[src/hdl/tea_pkg.sv]
// Shared types and constants for the TEA block cipher unit.
package tea_pkg;

	// Rounds at the default configuration
	localparam int unsigned ROUNDS_DEFAULT = 32;

	// Golden-ratio round constant
	localparam logic [31:0] DELTA = 32'h9e37_79b9;

	// Width of the configuration register index
	localparam int unsigned CFG_INDEX_W = 2;

	// Configuration register indexes
	typedef enum logic [CFG_INDEX_W-1:0] {
		CFG_KEY_0 = 2'd0,
		CFG_KEY_1 = 2'd1,
		CFG_KEY_2 = 2'd2,
		CFG_KEY_3 = 2'd3
	} cfg_index_t;

	// Key word reset values
	localparam logic [31:0] KEY_0_RESET = 32'd1;
	localparam logic [31:0] KEY_1_RESET = 32'd2;
	localparam logic [31:0] KEY_2_RESET = 32'd3;
	localparam logic [31:0] KEY_3_RESET = 32'd4;

	// Operation codes
	localparam logic OP_ENCRYPT = 1'b0;
	localparam logic OP_DECRYPT = 1'b1;

	// Input beat
	typedef struct packed {
		logic        operation;
		logic [31:0] left_word;
		logic [31:0] right_word;
	} in_beat_t;

	// Output beat
	typedef struct packed {
		logic [31:0] out_left_word;
		logic [31:0] out_right_word;
	} out_beat_t;

	// Key words as seen by every stage
	typedef struct packed {
		logic [31:0] k0;
		logic [31:0] k1;
		logic [31:0] k2;
		logic [31:0] k3;
	} key_t;

	// Payload carried between pipeline stages
	typedef struct packed {
		logic        op;
		logic [31:0] y;
		logic [31:0] z;
	} stage_t;

	// Round sum: delta times a count, modulo 2^32
	function automatic logic [31:0] round_sum(input int unsigned count);
		logic [63:0] prod;
		prod = 64'(DELTA) * 64'(count);
		return prod[31:0];
	endfunction

endpackage

[src/hdl/tea_half_round.sv]
// One TEA half round followed by a pipeline register.
module tea_half_round #(
	parameter logic        HALF    = 1'b0,
	parameter logic [31:0] ENC_SUM = 32'd0,
	parameter logic [31:0] DEC_SUM = 32'd0
) (
	input  logic            clk,
	input  logic            arst_n,
	input  logic            advance,
	input  logic            valid_in,
	input  tea_pkg::stage_t data_in,
	input  tea_pkg::key_t   keys,
	output logic            valid_out,
	output tea_pkg::stage_t data_out
);

	logic            upd_y;
	logic [31:0]     src;
	logic [31:0]     dst;
	logic [31:0]     sum;
	logic [31:0]     ka;
	logic [31:0]     kb;
	logic [31:0]     mix;
	logic [31:0]     res;
	tea_pkg::stage_t next;
	logic            valid_s1;
	tea_pkg::stage_t data_s1;

	// Pick which word is updated: the left word when op matches the half
	always_comb begin
		upd_y = (data_in.op == HALF);
		src   = upd_y ? data_in.z : data_in.y;
		dst   = upd_y ? data_in.y : data_in.z;
		ka    = upd_y ? keys.k0 : keys.k2;
		kb    = upd_y ? keys.k1 : keys.k3;
		sum   = (data_in.op == tea_pkg::OP_DECRYPT) ? DEC_SUM : ENC_SUM;
	end

	// Mix the source word and fold it into the target
	always_comb begin
		mix = ((src << 4) + ka) ^ (src + sum) ^ ((src >> 5) + kb);
		res = (data_in.op == tea_pkg::OP_DECRYPT) ? (dst - mix) : (dst + mix);
		next = data_in;
		if (upd_y) begin
			next.y = res;
		end else begin
			next.z = res;
		end
	end

	// Valid bit follows the beat
	always_ff @(posedge clk or negedge arst_n) begin
		if (!arst_n) begin
			valid_s1 <= 1'b0;
		end else if (advance) begin
			valid_s1 <= valid_in;
		end
	end

	// Hold the payload while stalled
	always_ff @(posedge clk) begin
		if (advance) begin
			data_s1 <= next;
		end
	end

	assign valid_out = valid_s1;
	assign data_out  = data_s1;

endmodule

[config.mk]
export PLATFORM = sky130hd
export DESIGN_NAME = tea_half_round
export DESIGN_NICKNAME = d
export VERILOG_FILES = /design/src/hdl/tea_pkg.sv /design/src/hdl/tea_half_round.sv
export SDC_FILE = /design/constraint.sdc
export NUM_CORES = 1
export LEC_CHECK = 0
export ABC_AREA = 1
export BUFFER_PORTS_ARGS = -buffer_cell sky130_fd_sc_hd__buf_2
export CAP_MARGIN = 5
export CORE_ASPECT_RATIO = 1.5
export CORE_UTILIZATION = 52
export CTS_BUF_LIST = sky130_fd_sc_hd__clkbuf_4 sky130_fd_sc_hd__clkbuf_8 sky130_fd_sc_hd__clkbuf_16
export CTS_CLUSTER_SIZE = 12
export DETAILED_ROUTE_END_ITERATION = 6
export PLACE_DENSITY = 0.8
export REMOVE_ABC_BUFFERS = 1
export SLEW_MARGIN = 20
export SYNTH_ARGS = -nofsm -noshare
export SYNTH_HDL_FRONTEND = slang
export SYNTH_SLANG_ARGS = --single-unit
[constraint.sdc]
create_clock -name clk -period 0.8 [get_ports clk]
set_input_delay 0.08 -clock clk [delete_from_list [all_inputs] [get_ports clk]]
set_output_delay 0.08 -clock clk [all_outputs]
set_load 0.01 [all_outputs]
==> run summary, run 1 <==
GLOBAL ROUTE
--------------------------------------------------------------------------------
First-pass GRT wire length                                            133,000 um
Pin count of the biggest net entering global routing                          45
Aggregate global routing overflow                                             12
Overall global routing resource usage                                      0.736
Number of global-route vias before repair                                 21,600

OUTCOME
--------------------------------------------------------------------------------
Log Error                                                           [ERROR GRT-0116] Global routing finished with congestion. Check the congestion regions in the DRC Viewer.
Status                                                              aborted with a tool error
Stop stage                                                               5_1_grt

SYNTHESIS
--------------------------------------------------------------------------------
Share of synthesized flip-flops with an asynchronous set or reset         0.0152
Library cells used by synthesis                                               45
Synthesis warning total                                                        0
Synth Register Bits                                                           66
Area leader, netlist                                                     nand2_1
Count of flip-flops with a built-in enable after synthesis                    65
Biggest area contributors in the synthesized netlist                nand2_1, edfxtp_1, inv_1
Area fraction of the dominant cell type after synthesis                    0.319
Share of the yosys chip area belonging to registers                        0.159
Cell area after synthesis                                           12,500 sq um
Count of mapped cells out of synthesis                                     2,287
Post-synth top flop                                                     edfxtp_1
Per-instance average area after synthesis                             5.45 sq um

PLACE
--------------------------------------------------------------------------------
DP Cell Count                                                              3,253
HPWL after detailed placement                                          43,500 um
Port Buffers                                                                 262
Placement-stage worst setup slack                                       -4.68 ns
Final GP Congestion                                                         1.03

FLOORPLAN
--------------------------------------------------------------------------------
Chip Width                                                                128 um
Placement row count                                                           69
Starting density of the core                                               0.529
Total I/O pin count                                                          263
Die height                                                                192 um

CLOCKING
--------------------------------------------------------------------------------
Clk root buf                                                           clkbuf_16
CTS Buf Count                                                                  9
Clock sinks                                                                   66
Clock Tree Buf Depth                                                           2
Number of H-tree levels                                                        3

timing repair:
action                                  in CTS
endpoints found under the setup margin     130
cloned                                       5
hold buffers                                 2
resized for setup                          432
hold endpoints to repair                     2
setup buffers                               62
pin swaps                                  122
per-stage QoR:
stage,instance area [sq um],hold slack [ns]
4_1_cts,20100,0.0513
2_1_floorplan,12200,-0.216
3_5_place_dp,17300,-0.143
3_3_place_gp,17300,-0.145
Yosys cell counts (23+ instances only):
master    number
ha_1          86
edfxtp_1      65
clkbuf_1      23
nand4_1       26
xor2_1        46
nor2_1       152
o21ai_0       84
a21oi_1       68
nand2_1     1058
inv_1        345
nand3_1      152
xnor2_1       36
cell families after synthesis:
| group | count (synthesis) | synth area share |
|---|---|---|
| buffers and inverters | 388 | 0.123 |
| DFF | 66 | 0.159 |
| AOI/OAI and AO/OA | 195 | 0.0862 |
| and+or+nand+nor | 1465 | 0.482 |
| xor gates and xnor gates | 82 | 0.0576 |
| adders and majority gates | 89 | 0.0912 |
| muxes | 2 | 0.00171 |
layer usage:
metal  GRT usage  GRT overflow
met2       0.913             7
met4       0.738             5
met1       0.709             0
met3       0.591             0
met5       0.361             0
==> inputs of run 2 (changes only) <==
CORE_ASPECT_RATIO = default   (was 1.5)
CORE_UTILIZATION = 40   (was 52)
CTS_BUF_LIST = default   (was sky130_fd_sc_hd__clkbuf_4 sky130_fd_sc_hd__clkbuf_8 sky130_fd_sc_hd__clkbuf_16)
CTS_CLUSTER_SIZE = default   (was 12)
PLACE_DENSITY = default   (was 0.8)
PLACE_DENSITY_LB_ADDON = 0.15   (was default)
clock period = 1.04 ns   (was 0.8 ns; I/O delays follow)
==> run 2 against run 1 <==
Net effect: the flow now finishes, with violations (negative setup slack); synthesized cell count is the same; synthesized area unchanged.
==> run summary, run 2 <==
CLOCKING
----------------------------------------------------------------------------------
Clock sinks                                                                     66
TritonCTS clock tree                                                         built
Clock-pin transition on the worst setup and hold timing paths              0.06 ns
Clock latency of the later-clocked register in the worst-skew pair         0.35 ns
CTS Buf Count                                                                    9
Number of H-tree levels                                                          3
Clk root buf                                                             clkbuf_16
Clock Tree Buf Depth                                                             2

SYNTHESIS
----------------------------------------------------------------------------------
Share of the yosys chip area belonging to registers                          0.159
Cell area after synthesis                                             12,500 sq um
Share of synthesized flip-flops with an asynchronous set or reset           0.0152
Top post-synthesis cells by count                                     nand2_1, inv_1, nand3_1, nor2_1, ha_1
Most frequent cell after synthesis                                         nand2_1
Area fraction of the dominant cell type after synthesis                      0.319
Synth Register Bits                                                             66
Area leader, netlist                                                       nand2_1
Library cells used by synthesis                                                 45
Per-instance average area after synthesis                               5.45 sq um
Biggest area contributors in the synthesized netlist                  nand2_1, edfxtp_1, inv_1
Synthesis warning total                                                          0
Post-synth top flop                                                       edfxtp_1
Count of flip-flops with a built-in enable after synthesis                      65
Count of mapped cells out of synthesis                                       2,287

STA
----------------------------------------------------------------------------------
Number of hold violations in the final report                                    0
Post-layout worst setup margin                                            -3.63 ns
Final-report setup violation count                                              64
Highest clock frequency the design can meet                                214 MHz
Setup repair after global routing missed its margin                            yes
Actual slew at the worst max-slew pin                                     0.463 ns
Shortest period the worst path allows                                      4.67 ns
Final Slew Violations                                                            0
Period Utilization, post-route                                                4.49
Normalized max-slew margin                                                   0.688
Worst Skew                                                                    0 ns

CRITICAL PATH
----------------------------------------------------------------------------------
Worst R2R Setup Slack                                                      0.30 ns
Type of origin of the critical path                                     input port
Data arrival time of the worst path                                        4.78 ns
Largest driver fanout on the critical path                                       6
Capturing element type of the critical path                                   flop
Most numerous cell on the critical path                                    nand2_2
Max incr delay on CP                                                       0.58 ns
Data required, critical path                                               1.15 ns
Critical path type                                                          in2reg
Kind of cell adding the most delay to the critical path               simple AND/OR/NAND/NOR gates
Critical path's slowest cell                                                  fa_2
Number of buffers and inverters on the critical path                             5

CELLS AND AREA
----------------------------------------------------------------------------------
Most frequent cells in the layout                                     nand2_1, buf_4, inv_1, buf_2, nand2_2
Layout area overhead                                                         71.7%
Post-layout utilization of the core                                          0.699
Layout Nets                                                                  3,334
Total inserted antenna cells                                                     0
Fraction of final layout cells with drive strength greater than 1            0.425
Most common cell after layout, fill and taps aside                         nand2_1
Flip-flop count of the largest register, all copies and words added             65

POWER AND IR DROP
----------------------------------------------------------------------------------
IR Drop Worst-Case VDD                                                   0.00111 V
Sum of internal, switching and leakage power                              0.0373 W
Leak pwr                                                                   11.7 nW
Power density cells                                                   1740 nW/um^2

ROUTE
----------------------------------------------------------------------------------
DRT met1 WL                                                              24,200 um
Routed vias                                                                 17,400
Average wire per cell in the routed design                                 16.6 um
Detailed-route wire length                                               57,100 um
Highest metal used                                                            met4
Drt first-iter violations                                                    1,262
Met2 layer wire length in the routed design                              26,700 um
Final routed DRC violation total                                                 0
First drt pass iteration count                                                   6
Total length of routed met3 wires                                          3990 um
Number of nets with antenna violations after detailed routing                    0
Detailed-route vias per instance                                              5.05

OUTCOME
----------------------------------------------------------------------------------
Status                                                                complete, but fails checks
Violated checks                                                       negative setup slack

FLOORPLAN
----------------------------------------------------------------------------------
Area of the core                                                      30,600 sq um
Total I/O pin count                                                            263
Starting density of the core                                                 0.407
Chip Width                                                                  178 um
Die area                                                              31,900 sq um
Placement row count                                                             64
Die height                                                                  178 um

FLOW RUN
----------------------------------------------------------------------------------
Number of violations of the max-capacitance limit                                0

GLOBAL ROUTE
----------------------------------------------------------------------------------
Aggregate global routing overflow                                                0
Overall global routing resource usage                                        0.339
First-pass GRT wire length                                               81,700 um
Number of global-route vias before repair                                   16,000
Pin count of the biggest net entering global routing                            31
Initial antenna violation count                                                  0

MIN PATH
----------------------------------------------------------------------------------
Hold WC Path Type                                                         in2async

PLACE
----------------------------------------------------------------------------------
Port Buffers                                                                   262
Final GP Congestion                                                          0.931
Placement-stage worst setup slack                                         -4.47 ns
HPWL after detailed placement                                            45,000 um

run 2: cell counts after synthesis:
No cell type changed its count.
run 2: cell type report:
| cell class | instances | area (sq um) |
|---|---|---|
| inverter | 346 | 1320 |
| fill | 2685 | 9200 |
| sequential | 66 | 1980 |
| timing repair buffer | 792 | 5820 |
| tap | 396 | 495 |
| clock inverter | 6 | 57.6 |
| multi-input combinational | 1833 | 11500 |
| clock buffer | 10 | 229 |
run 2: logic make-up (layout without fill, tap and decap cells):
kind of cell | after synthesis | count (layout) | synth area share
adder cells (fa/ha/maj) | 89 | 89 | 0.0912
buffers and inverters | 388 | 1154 | 0.123
XOR/XNOR | 82 | 82 | 0.0576
multiplexers | 2 | 2 | 0.00171
AO/OA/AOI/OAI | 195 | 195 | 0.0862
flip-flops | 66 | 66 | 0.159
AND/OR/NAND/NOR | 1465 | 1465 | 0.482
run 2: path summary, 6_finish.rpt:
kind,from,endpoint,cells past startpoint
setup reg to reg,valid_out,valid_out,1
setup / recovery,data_in[64],data_out[28],32
max in group asynchronous,arst_n,valid_out,2
hold / removal,arst_n,valid_out,2
hold reg to reg,valid_out,valid_out,1
min in group clk,data_in[15],data_out[15],3
run 2: power breakdown:
part           internal, W  switching (W)  leakage (nW)  total [W]
Sequential         0.00392       0.000154         0.646    0.00408
Combinational       0.0141         0.0161          10.9     0.0302
Clock              0.00184        0.00122         0.142    0.00306
Total               0.0198         0.0175          11.7     0.0373
run 2: routing by layer:
metal / up-vias / GRT usage
met5: - / 0
met4: 0 / 0.137
met3: 125 / 0.0469
met2: 642 / 0.568
met1: 7997 / 0.434
li1: 8658 / -
run 2: metrics by stage:
stage,hold WS (ns),setup TNS (ns),cells,cell area (sq um)
6_report,0.0763,-194.52,3449,21400
5_1_grt,0.0929,-205.01,3449,21400
2_1_floorplan,-0.192,-337.80,2245,12200
3_3_place_gp,-0.121,-221.54,3347,17500
4_1_cts,0.0463,-190.04,3423,19800
3_5_place_dp,-0.120,-225.42,3347,17500
run 2: what timing repair did:
item,4_1_cts,5_1_grt
hold buffers,2,0
buffers inserted,59,47
gates cloned,5,0
pin swaps,108,124
endpoints found under the setup margin,64,64
gates resized for setup,350,332
hold endpoints to repair,2,0
Note: power is estimated with default switching activity, not from simulation.
